--- src/srpu_pkg.sv ---
// Package of shared constants and types for the propensity update unit.
`timescale 1ns / 1ps
package srpu_pkg;
    localparam int SURFACE_SPECIES = 8;
    localparam int VOLUME_SPECIES  = 8;
    localparam int COUNT_BITS      = 16;
    localparam int MAX_ORDER       = 4;

    localparam logic [1:0] ACT_WRITE = 2'd0;
    localparam logic [1:0] ACT_READ  = 2'd1;
    localparam logic [1:0] ACT_PROP  = 2'd2;
    localparam logic [1:0] ACT_FIRE  = 2'd3;

    localparam logic [1:0] COMP_SURF  = 2'd0;
    localparam logic [1:0] COMP_INNER = 2'd1;
    localparam logic [1:0] COMP_OUTER = 2'd2;

    localparam logic [2:0] CFG_RATE  = 3'd0;
    localparam logic [2:0] CFG_FLAGS = 3'd1;
    localparam logic [2:0] CFG_SORD  = 3'd2;
    localparam logic [2:0] CFG_VORD  = 3'd3;
    localparam logic [2:0] CFG_SDEL  = 3'd4;
    localparam logic [2:0] CFG_IDEL  = 3'd5;
    localparam logic [2:0] CFG_ODEL  = 3'd6;

    localparam logic [2:0] ST_OK    = 3'd0;
    localparam logic [2:0] ST_UNDER = 3'd1;
    localparam logic [2:0] ST_OVER  = 3'd2;
    localparam logic [2:0] ST_SAT   = 3'd3;
    localparam logic [2:0] ST_ORDER = 3'd4;

    typedef logic [COUNT_BITS-1:0] count_t;

    typedef struct packed {
        logic [1:0] action;
        logic [1:0] compartment;
        logic [2:0] species;
        logic [15:0] count_in;
    } in_item_t;

    typedef struct packed {
        logic [15:0] count_out;
        logic [63:0] combinations;
        logic [63:0] propensity;
        logic [2:0]  status;
    } out_item_t;

    typedef struct packed {
        logic [2:0] index;
        logic [63:0] data;
    } cfg_item_t;
endpackage

--- src/srpu_if.sv ---
// Valid/ready channel interfaces for items and configuration writes.
`timescale 1ns / 1ps
interface srpu_in_if;
    logic valid;
    logic ready;
    srpu_pkg::in_item_t data;
    modport source (output valid, output data, input ready);
    modport sink (input valid, input data, output ready);
endinterface

interface srpu_out_if;
    logic valid;
    logic ready;
    srpu_pkg::out_item_t data;
    modport source (output valid, output data, input ready);
    modport sink (input valid, input data, output ready);
endinterface

interface srpu_cfg_if;
    logic valid;
    logic ready;
    srpu_pkg::cfg_item_t data;
    modport source (output valid, output data, input ready);
    modport sink (input valid, input data, output ready);
endinterface

--- src/surface_reaction_propensity_update_unit.sv ---
// Top level of the surface reaction propensity update unit.
`timescale 1ns / 1ps
// Usage: items arrive on the in channel (action, compartment, species,
// count_in) and each gives exactly one result item on the out channel.
// Configuration registers are written on the cfg channel, index i names
// register i, and must only be written while the unit is idle; the block
// itself does not enforce this. A write or read of a count passes from
// idle through the done state to a result. A fire item updates one
// species per cycle over the three compartments. A propensity item walks
// the 8 surface species, and the 8 volume species when a volume side is
// read, and for each factor of its falling factorial runs a bit-serial 64
// by 64 multiplication; a final multiplication scales by the rate
// constant. The shared bit-serial multiplier sets the pace.
// One item is worked on at a time. The result waits in an output register
// while the receiver stalls, and no new item is taken until it leaves; the
// next item can be taken in the same cycle as the waiting result leaves.
// Reset clears all counts, the configuration registers, the output valid
// flag and the control state at once.
module surface_reaction_propensity_update_unit (
    input  logic        clk,
    input  logic        rst_n,
    srpu_in_if.sink     in_ch,
    srpu_out_if.source  out_ch,
    srpu_cfg_if.sink    cfg
);
    import srpu_pkg::*;

    localparam logic [2:0] S_IDLE  = 3'd0;
    localparam logic [2:0] S_CHECK = 3'd1;
    localparam logic [2:0] S_WALK  = 3'd2;
    localparam logic [2:0] S_MUL   = 3'd3;
    localparam logic [2:0] S_SCALE = 3'd4;
    localparam logic [2:0] S_FIRE  = 3'd5;
    localparam logic [2:0] S_DONE  = 3'd6;

    logic [63:0] rate_reg;
    logic [4:0]  flags_reg;
    logic [23:0] sord_reg, vord_reg;
    logic [63:0] sdel_reg, idel_reg, odel_reg;
    count_t      scnt_reg [SURFACE_SPECIES];
    count_t      icnt_reg [VOLUME_SPECIES];
    count_t      ocnt_reg [VOLUME_SPECIES];

    logic [2:0]  state_reg, state_next;
    in_item_t    item_reg;
    logic [4:0]  idx_reg, idx_next;       // species walk: 0..7 surface, 8..15 volume
    logic [2:0]  k_reg, k_next;           // factor within the falling factorial
    logic [63:0] prod_reg, prod_next;
    logic        sat_reg, sat_next;
    logic [1:0]  fst_reg, fst_next;
    logic        ovalid_reg;
    out_item_t   odata_reg;

    // Multiplier hook-up.
    logic        mul_start, mul_done, mul_sat;
    logic [63:0] mul_b, mul_p;

    srpu_sermul u_mul (
        .clk     (clk),
        .rst_n   (rst_n),
        .start   (mul_start),
        .a       (prod_reg),
        .b       (mul_b),
        .done    (mul_done),
        .product (mul_p),
        .sat     (mul_sat)
    );

    logic use_vol, vol_inner;
    assign use_vol   = flags_reg[1] || flags_reg[2];
    assign vol_inner = flags_reg[1];

    // Order and count of the species currently addressed by the walk.
    logic [2:0] cur_ord;
    count_t     cur_cnt;
    logic [2:0] sp;
    assign sp = idx_reg[2:0];
    always_comb begin
        if (!idx_reg[3]) begin
            cur_ord = sord_reg[3*sp +: 3];
            cur_cnt = scnt_reg[sp];
        end else begin
            cur_ord = vord_reg[3*sp +: 3];
            cur_cnt = vol_inner ? icnt_reg[sp] : ocnt_reg[sp];
        end
    end

    // Order check over the sides that take part; done in one step as 16 tiny compares.
    logic bad_s, bad_v;
    always_comb begin
        bad_s = 1'b0;
        bad_v = 1'b0;
        for (int i = 0; i < SURFACE_SPECIES; i++)
            if (sord_reg[3*i +: 3] > 3'(MAX_ORDER)) bad_s = 1'b1;
        for (int i = 0; i < VOLUME_SPECIES; i++)
            if (vord_reg[3*i +: 3] > 3'(MAX_ORDER)) bad_v = 1'b1;
    end

    // Is the walk at its last species: 15 with a volume side, else 7?
    logic in_last;
    assign in_last = use_vol ? (idx_reg == 5'd15) : (idx_reg == 5'd7);

    // A multiplication started with every factor of the species done is the
    // final scaling by the rate constant.
    assign mul_b     = (k_reg == cur_ord) ? rate_reg :
                       {{(64-COUNT_BITS){1'b0}}, cur_cnt - count_t'(k_reg)};
    assign in_ch.ready = (state_reg == S_IDLE) && !(ovalid_reg && !out_ch.ready);
    assign cfg.ready = 1'b1;
    assign out_ch.valid = ovalid_reg;
    assign out_ch.data  = odata_reg;

    logic in_acc;
    assign in_acc = in_ch.valid && in_ch.ready;

    // Fire step on one species.
    logic [1:0]  fcomp;
    logic        fen;
    logic signed [7:0] fd;
    count_t      fold;
    logic signed [COUNT_BITS+1:0] fsum;
    count_t      fnew;
    logic [1:0]  fflag;
    always_comb begin
        fcomp = idx_reg[4:3];
        case (fcomp)
            2'd0: begin fen = 1'b1; fd = sdel_reg[8*sp +: 8]; fold = scnt_reg[sp]; end
            2'd1: begin fen = flags_reg[3]; fd = idel_reg[8*sp +: 8]; fold = icnt_reg[sp]; end
            2'd2: begin fen = flags_reg[4]; fd = odel_reg[8*sp +: 8]; fold = ocnt_reg[sp]; end
            default: begin fen = 1'b0; fd = '0; fold = '0; end
        endcase
        fsum  = $signed({2'b00, fold}) + (COUNT_BITS+2)'(fd);
        fflag = 2'b00;
        fnew  = fsum[COUNT_BITS-1:0];
        if (fsum < 0) begin
            fnew  = '0;
            fflag = 2'b01;
        end else if (fsum[COUNT_BITS]) begin
            fnew  = '1;
            fflag = 2'b10;
        end
        if (!fen || fd == 0)
            fflag = 2'b00;
    end
    logic fwrite;
    assign fwrite = (state_reg == S_FIRE) && fen && (fd != 0);

    logic       finish;
    out_item_t  res;

    always_comb begin
        state_next = state_reg;
        idx_next   = idx_reg;
        k_next     = k_reg;
        prod_next  = prod_reg;
        sat_next   = sat_reg;
        fst_next   = fst_reg;
        mul_start  = 1'b0;
        finish     = 1'b0;
        res        = '0;
        case (state_reg)
            S_IDLE: begin
                if (in_acc) begin
                    idx_next  = '0;
                    k_next    = '0;
                    prod_next = 64'd1;
                    sat_next  = 1'b0;
                    fst_next  = '0;
                    case (in_ch.data.action)
                        ACT_PROP: state_next = S_CHECK;
                        ACT_FIRE: state_next = S_FIRE;
                        default:  state_next = S_DONE;
                    endcase
                end
            end
            S_CHECK: begin
                if (!flags_reg[0]) begin
                    finish = 1'b1;
                end else if (bad_s || (use_vol && bad_v)) begin
                    finish = 1'b1;
                    res.status = ST_ORDER;
                end else begin
                    state_next = S_WALK;
                end
            end
            S_WALK: begin
                if (k_reg == cur_ord) begin
                    k_next = '0;
                    if (in_last) begin
                        mul_start  = 1'b1;
                        state_next = S_SCALE;
                    end else begin
                        idx_next = idx_reg + 5'd1;
                    end
                end else if (k_reg == 3'd0 && count_t'(cur_ord) > cur_cnt) begin
                    finish = 1'b1;   // order above count: zero result
                end else begin
                    mul_start  = 1'b1;
                    state_next = S_MUL;
                end
            end
            S_MUL: begin
                if (mul_done) begin
                    prod_next  = mul_p;
                    sat_next   = sat_reg | mul_sat;
                    k_next     = k_reg + 3'd1;
                    state_next = S_WALK;
                end
            end
            S_SCALE: begin
                if (mul_done) begin
                    finish = 1'b1;
                    res.combinations = prod_reg;
                    res.propensity   = mul_p;
                    res.status       = (sat_reg || mul_sat) ? ST_SAT : ST_OK;
                end
            end
            S_FIRE: begin
                fst_next = fst_reg | fflag;
                if (idx_reg == 5'd23) begin
                    finish = 1'b1;
                    res.status = fst_next[0] ? ST_UNDER : (fst_next[1] ? ST_OVER : ST_OK);
                end else begin
                    idx_next = (idx_reg[2:0] == 3'(VOLUME_SPECIES-1)) ?
                               {idx_reg[4:3] + 2'd1, 3'd0} : idx_reg + 5'd1;
                end
            end
            S_DONE: begin
                finish = 1'b1;
                if (item_reg.action == ACT_READ && item_reg.compartment inside {COMP_SURF, COMP_INNER, COMP_OUTER}) begin
                    case (item_reg.compartment)
                        COMP_SURF:  res.count_out = 16'(scnt_reg[item_reg.species]);
                        COMP_INNER: res.count_out = 16'(icnt_reg[item_reg.species]);
                        default:    res.count_out = 16'(ocnt_reg[item_reg.species]);
                    endcase
                end
            end
            default: state_next = S_IDLE;
        endcase
        if (finish)
            state_next = S_IDLE;
    end

    always_ff @(posedge clk or negedge rst_n) begin
        if (!rst_n) begin
            state_reg  <= S_IDLE;
            ovalid_reg <= 1'b0;
            rate_reg   <= '0;
            flags_reg  <= '0;
            sord_reg   <= '0;
            vord_reg   <= '0;
            sdel_reg   <= '0;
            idel_reg   <= '0;
            odel_reg   <= '0;
            for (int i = 0; i < SURFACE_SPECIES; i++) scnt_reg[i] <= '0;
            for (int i = 0; i < VOLUME_SPECIES; i++) begin
                icnt_reg[i] <= '0;
                ocnt_reg[i] <= '0;
            end
        end else begin
            state_reg <= state_next;
            if (finish)
                ovalid_reg <= 1'b1;
            else if (out_ch.ready)
                ovalid_reg <= 1'b0;
            if (cfg.valid) begin
                case (cfg.data.index)
                    CFG_RATE:  rate_reg  <= cfg.data.data;
                    CFG_FLAGS: flags_reg <= cfg.data.data[4:0];
                    CFG_SORD:  sord_reg  <= cfg.data.data[23:0];
                    CFG_VORD:  vord_reg  <= cfg.data.data[23:0];
                    CFG_SDEL:  sdel_reg  <= cfg.data.data;
                    CFG_IDEL:  idel_reg  <= cfg.data.data;
                    CFG_ODEL:  odel_reg  <= cfg.data.data;
                    default: ;
                endcase
            end
            if (state_reg == S_DONE && item_reg.action == ACT_WRITE) begin
                case (item_reg.compartment)
                    COMP_SURF:  scnt_reg[item_reg.species] <= count_t'(item_reg.count_in);
                    COMP_INNER: icnt_reg[item_reg.species] <= count_t'(item_reg.count_in);
                    COMP_OUTER: ocnt_reg[item_reg.species] <= count_t'(item_reg.count_in);
                    default: ;
                endcase
            end
            if (fwrite) begin
                case (fcomp)
                    2'd0: scnt_reg[sp] <= fnew;
                    2'd1: icnt_reg[sp] <= fnew;
                    default: ocnt_reg[sp] <= fnew;
                endcase
            end
        end
    end

    always_ff @(posedge clk) begin
        idx_reg  <= idx_next;
        k_reg    <= k_next;
        prod_reg <= prod_next;
        sat_reg  <= sat_next;
        fst_reg  <= fst_next;
        if (in_acc)
            item_reg <= in_ch.data;
        if (finish)
            odata_reg <= res;
    end

    assert property (@(posedge clk) disable iff (!rst_n) finish |=> out_ch.valid)
        else $error("result not presented");
    assert property (@(posedge clk) disable iff (!rst_n) in_acc |-> state_reg == S_IDLE)
        else $error("item taken while busy");
    assert property (@(posedge clk) disable iff (!rst_n)
        out_ch.valid && !out_ch.ready |=> out_ch.valid && $stable(odata_reg))
        else $error("stalled result changed");
    assert property (@(posedge clk) disable iff (!rst_n) finish |-> !(ovalid_reg && !out_ch.ready))
        else $error("result overwritten");
endmodule

--- src/srpu_sermul.sv ---
// Bit-serial 64 by 64 saturating multiplier, one multiplier bit per cycle.
`timescale 1ns / 1ps
module srpu_sermul (
    input  logic        clk,
    input  logic        rst_n,
    input  logic        start,
    input  logic [63:0] a,
    input  logic [63:0] b,
    output logic        done,
    output logic [63:0] product,
    output logic        sat
);
    import srpu_pkg::*;

    logic [63:0] acc_reg, acc_next;
    logic [63:0] mcand_reg, mcand_next;
    logic [63:0] mplier_reg, mplier_next;
    logic        ovf_reg, ovf_next;
    logic        busy_reg, busy_next;
    logic [6:0]  cnt_reg, cnt_next;
    logic [64:0] sum;

    // Processes the multiplier from its top bit: acc = 2*acc + bit*mcand.
    always_comb begin
        acc_next    = acc_reg;
        mcand_next  = mcand_reg;
        mplier_next = mplier_reg;
        ovf_next    = ovf_reg;
        busy_next   = busy_reg;
        cnt_next    = cnt_reg;
        sum         = '0;
        if (start) begin
            acc_next    = '0;
            mcand_next  = a;
            mplier_next = b;
            ovf_next    = 1'b0;
            busy_next   = 1'b1;
            cnt_next    = 7'd64;
        end else if (busy_reg) begin
            sum = {acc_reg, 1'b0} + (mplier_reg[63] ? {1'b0, mcand_reg} : 65'd0);
            if (acc_reg[63] || sum[64])
                ovf_next = 1'b1;
            acc_next    = sum[63:0];
            mplier_next = {mplier_reg[62:0], 1'b0};
            cnt_next    = cnt_reg - 7'd1;
            if (cnt_reg == 7'd1)
                busy_next = 1'b0;
        end
    end

    always_ff @(posedge clk or negedge rst_n) begin
        if (!rst_n) begin
            busy_reg <= 1'b0;
            cnt_reg  <= '0;
        end else begin
            busy_reg <= busy_next;
            cnt_reg  <= cnt_next;
        end
    end

    always_ff @(posedge clk) begin
        acc_reg    <= acc_next;
        mcand_reg  <= mcand_next;
        mplier_reg <= mplier_next;
        ovf_reg    <= ovf_next;
    end

    assign done    = busy_reg && (cnt_reg == 7'd1) && !start;
    assign product = (ovf_next) ? 64'hFFFF_FFFF_FFFF_FFFF : acc_next;
    assign sat     = ovf_next;

    assert property (@(posedge clk) disable iff (!rst_n) done |=> !busy_reg)
        else $error("multiplier still busy after done");
    assert property (@(posedge clk) disable iff (!rst_n) start |=> busy_reg && cnt_reg == 7'd64)
        else $error("multiplier did not start");
    assert property (@(posedge clk) disable iff (!rst_n) busy_reg && !start |=> $past(cnt_reg) - 7'd1 == cnt_reg || !busy_reg)
        else $error("multiplier counter slipped");
endmodule
--- src/flat_wrapper.sv ---
// flat-port wrapper written by rule: the top's interface ports become plain ports
module surface_reaction_propensity_update_unit_flat import srpu_pkg::*;
  (clk, rst_n, in_ch_valid, in_ch_data, in_ch_ready, out_ch_valid, out_ch_data, out_ch_ready, cfg_valid, cfg_data, cfg_ready);
  srpu_in_if in_ch_i ();
  srpu_out_if out_ch_i ();
  srpu_cfg_if cfg_i ();
  input  logic clk;
  input  logic rst_n;
  input wire logic [$bits(in_ch_i.valid)-1:0] in_ch_valid;
  input wire logic [$bits(in_ch_i.data)-1:0] in_ch_data;
  output wire logic [$bits(in_ch_i.ready)-1:0] in_ch_ready;
  output wire logic [$bits(out_ch_i.valid)-1:0] out_ch_valid;
  output wire logic [$bits(out_ch_i.data)-1:0] out_ch_data;
  input wire logic [$bits(out_ch_i.ready)-1:0] out_ch_ready;
  input wire logic [$bits(cfg_i.valid)-1:0] cfg_valid;
  input wire logic [$bits(cfg_i.data)-1:0] cfg_data;
  output wire logic [$bits(cfg_i.ready)-1:0] cfg_ready;
  assign in_ch_i.valid = in_ch_valid;
  assign in_ch_i.data = in_ch_data;
  assign in_ch_ready = in_ch_i.ready;
  assign out_ch_valid = out_ch_i.valid;
  assign out_ch_data = out_ch_i.data;
  assign out_ch_i.ready = out_ch_ready;
  assign cfg_i.valid = cfg_valid;
  assign cfg_i.data = cfg_data;
  assign cfg_ready = cfg_i.ready;
  surface_reaction_propensity_update_unit u_core (.clk(clk), .rst_n(rst_n), .in_ch(in_ch_i), .out_ch(out_ch_i), .cfg(cfg_i));
endmodule
--- config.mk ---
export PLATFORM = sky130hd
export DESIGN_NAME = surface_reaction_propensity_update_unit_flat
export DESIGN_NICKNAME = d
export VERILOG_FILES = /design/src/srpu_pkg.sv /design/src/srpu_if.sv /design/src/surface_reaction_propensity_update_unit.sv /design/src/srpu_sermul.sv /design/src/flat_wrapper.sv
export SDC_FILE = /design/constraint.sdc
export NUM_CORES = 2
export LEC_CHECK = 0
export BUFFER_PORTS_ARGS = -buffer_cell sky130_fd_sc_hd__buf_2
export CORE_MARGIN = 4
export CORE_UTILIZATION = 50
export DETAILED_ROUTE_END_ITERATION = 8
export PLACE_DENSITY = 0.76
export SETUP_SLACK_MARGIN = 0.1
export SYNTH_ARGS = -nofsm -noshare
export SYNTH_HDL_FRONTEND = slang
export SYNTH_SLANG_ARGS = --single-unit
--- constraint.sdc ---
create_clock -name clk -period 9.2 [get_ports clk]
set_input_delay 1.84 -clock clk [delete_from_list [all_inputs] [get_ports clk]]
set_output_delay 1.84 -clock clk [all_outputs]
set_load 0.05 [all_outputs]
==> metrics.yaml <==
routing:
  viasPerCell: 6.65
  wire_per_inst_um: 28.5
  drc: 2
  wl_met3_um: 23300
  wl_met1_um: 76600
  postRouteAntennaNets: 0
  dr.max_layer_used: "met5"
  wirelength_um: 199000
  wl_met2_um: 86700
  dr.first_iter.drc_count: 6547
  drt_pass1_iterations: 9
  num_vias: 46600
power_and_ir_drop:
  p_leak_uw: 0.0310
  switching_share_pct: 44.2
  power.switching_uw: 10700
  p_int_uw: 13500
  p_per_area_nw_per_um2: 358
  power.clock.fraction_pct: 21.3
  combPwrFrac_pct: 44.4
  vdd_drop_max_uv: 373
  seq_power_share_pct: 34.3
  power.total_uw: 24200
cells_and_area:
  final_cell_mix: "881 x mux2i_1, 704 x dfrtp_1, 373 x edfxtp_1"
  fin_cells: 7010
  largest_reg_flops: 147
  regArea_um2: 30100
  multi_input_comb_area_um2: 28600
  num-nets-final: 5483
  final_core_util_pct: 56.1
  drive_above_1_share_pct: 19.4
  syn_to_final_growth_pct: 10.9
  layout_commonest_cell: "mux2i_1"
  fillerInstances: 9980
status:
  violations: "design-rule violations"
  status: "finished with violations"
timing:
  period_share_pct: 73.9
  worst_slew_pin_slew_ns: 1.21
  drv_slew: 0
  maxSlewHeadroom_pct: 18.7
  rsz0062_at_grt: "false"
  period_needed_ns: 6.79
  finClkSkew_ns: 0.0632
  max_freq_ghz: 0.147
  fin_ws_ns: 2.41
  hold_viol: 0
  tns_ns: 0
  setup_viol: 0
setup_path:
  cp-start-kind: "register"
  crit_buf_inv: 4
  r2r_start: "u_core.idx_reg[3]"
  path_max_fanout: 27
  critical_path.startpoint: "u_core.idx_reg[3]"
  cp_slowest_cell: "ha_2"
  critPathKind: "register to register"
  crit_path_max_incr_delay_ns: 0.68
  critPathCaptureType: "register"
  crit_path_cell_trace: "inv_1 -> ha_2 -> buf_4 -> a22oi_1 -> a21oi_1 -> a21oi_1 -> a221oi_1 -> o21ai_0 -> inv_1 -> ha_1 -> a21oi_1 -> o21ai_0 -> nor2_1 -> nor2b_1 -> o41ai_1 -> a21oi_1 -> nor2_1 -> xnor2_1 -> buf_4 -> nand2_1 -> mux2i_1"
  arrival_ns: 7.39
  cp_common_cell: "a21oi_1"
  cp_top_family: "compound AO/OA/AOI/OAI gates"
  cp.depth: 21
  worst-endpoint-required_ns: 9.79
  worstRegToRegCells: 21
placement:
  gp_routability_congestion: 1.01
  port_buffers: 243
  dp.final_hpwl_um: 126000
  dp.cells: 6779
  pre_cts_ws_ns: 2.75
clocking:
  cts_buffers: 119
  cts_buffer_depth: 3
  cts.clk_slew.worst_paths_ns: 0.06
  postCtsHoldBufs: 0
  post_cts_buffers: 0
  cts-htree-levels: 3
  cts_sinks: 1143
  cts_resized: 0
  cts_root_buf: "clkbuf_16"
  cts_tree: "yes"
  clk_latency_ns: 0.76
synthesis:
  synthCells: 5256
  yosysWarningCount: 0
  synth-edff-count: 373
  yosys.area.top_type: "dfrtp_1"
  synth_top_area_share_pct: 29.0
  syn_area_um2: 60800
  ys_seq_area_share_pct: 49.6
  synth.distinct_cells: 90
  synthFlopType: "dfrtp_1"
  synth_async_sr_flop_share_pct: 61.7
  syn-num-nets: 5451
  ys_ff_latch: 1143
  yosys-top-cells-area: "dfrtp_1 29%, edfxtp_1 18%, mux2i_1 15%"
  syn_area_per_cell_um2: 11.6
die:
  die_h_um: 357
  die_width_um: 357
  die-area_um2: 127000
  io_pins: 245
  rows: 127
  initial_core_util_pct: 50.5
  core_area_um2: 120000
min_path:
  hold_path_startpoint: "u_core.prod_reg[60]"
  hp-class: "register to register"
  hold_path_depth: 0
run:
  maxCapViolCount: 0
grt:
  grt_pass1_wl_um: 296000
  antenna_found_initial: 13
  grt_max_degree: 148
  grt_usage_pct: 30.6
  grt-ovfl-total: 0
  grt_pass1_vias: 45800
-- kinds of logic after synthesis --
family / Yosys count / share of synthesized area, %
flip-flops: 1143 / 49.6
AND/OR/NAND/NOR: 1109 / 8.97
adder cells (fa/ha/maj): 100 / 2.10
AO/OA/AOI/OAI: 1001 / 11.1
buffers and inverters: 523 / 3.72
XOR/XNOR: 80 / 1.15
multiplexers: 1299 / 23.3
other: 1 / 0.00617
-- metrics by stage --
stage	hold slack, ns	instance area, um2
global route	0.441	67400
floorplan	0.417	60800
global placement	0.422	63200
CTS	0.425	67400
detailed placement	0.423	63200
finish	0.434	67400
-- power groups by stage --
stage | clock [uW] | sequential [uW] | combinational, uW
3_3_place_gp | 0 | 8240 | 10300
4_1_cts | 5190 | 8220 | 10500
5_1_grt | 5410 | 8400 | 11400
6_report | 5150 | 8280 | 10700
2_1_floorplan | 0 | 8810 | 6570
3_5_place_dp | 0 | 8290 | 10500
-- cells in the mapped netlist, types with 46 or more instances --
cell type / count
a22oi_1: 129
a21oi_1: 280
mux2_2: 356
mux2i_1: 881
nand2_1: 291
nor3_1: 63
buf_2: 66
nand4_1: 46
nand3_1: 96
nor2_1: 270
inv_1: 73
dfxtp_1: 65
xnor2_1: 54
edfxtp_1: 373
a221oi_1: 100
mux4_2: 57
clkbuf_1: 313
ha_1: 97
dfrtp_1: 705
o21ai_0: 120
and2_1: 150
-- layer usage --
| layer | track usage (%) | up-vias |
|---|---|---|
| li1 | - | 19600 |
| met1 | 40.3 | 23100 |
| met2 | 45.9 | 3123 |
| met3 | 8.29 | 812 |
| met4 | 16.8 | 2 |
| met5 | 0 | - |
-- path summary, 6_finish.rpt --
kind	end	slack, ns
worst max-delay path	u_core.scnt_reg[81]	2.41
worst min-delay path	u_core.u_mul.mcand_reg[60]	0.43
worst max register to register	u_core.scnt_reg[81]	2.41
max in group asynchronous	u_core.rate_reg[51]	5.89
worst min register to register	u_core.u_mul.mcand_reg[60]	0.43
min in group asynchronous	u_core.ocnt_reg[44]	1.12
-- cell type report --
| type | instances | share of cell area, % |
|---|---|---|
| Multi-Input combinational cell | 3590 | 42.4 |
| Sequential cell | 1143 | 44.7 |
| Clock buffer | 181 | 5.40 |
| Antenna cell | 7 | 0.0260 |
| Clock inverter | 43 | 0.809 |
| Timing Repair Buffer | 357 | 3.20 |
| Inverter | 77 | 0.438 |
| Tap cell | 1612 | 2.99 |
(Power assumes the default switching activity.)
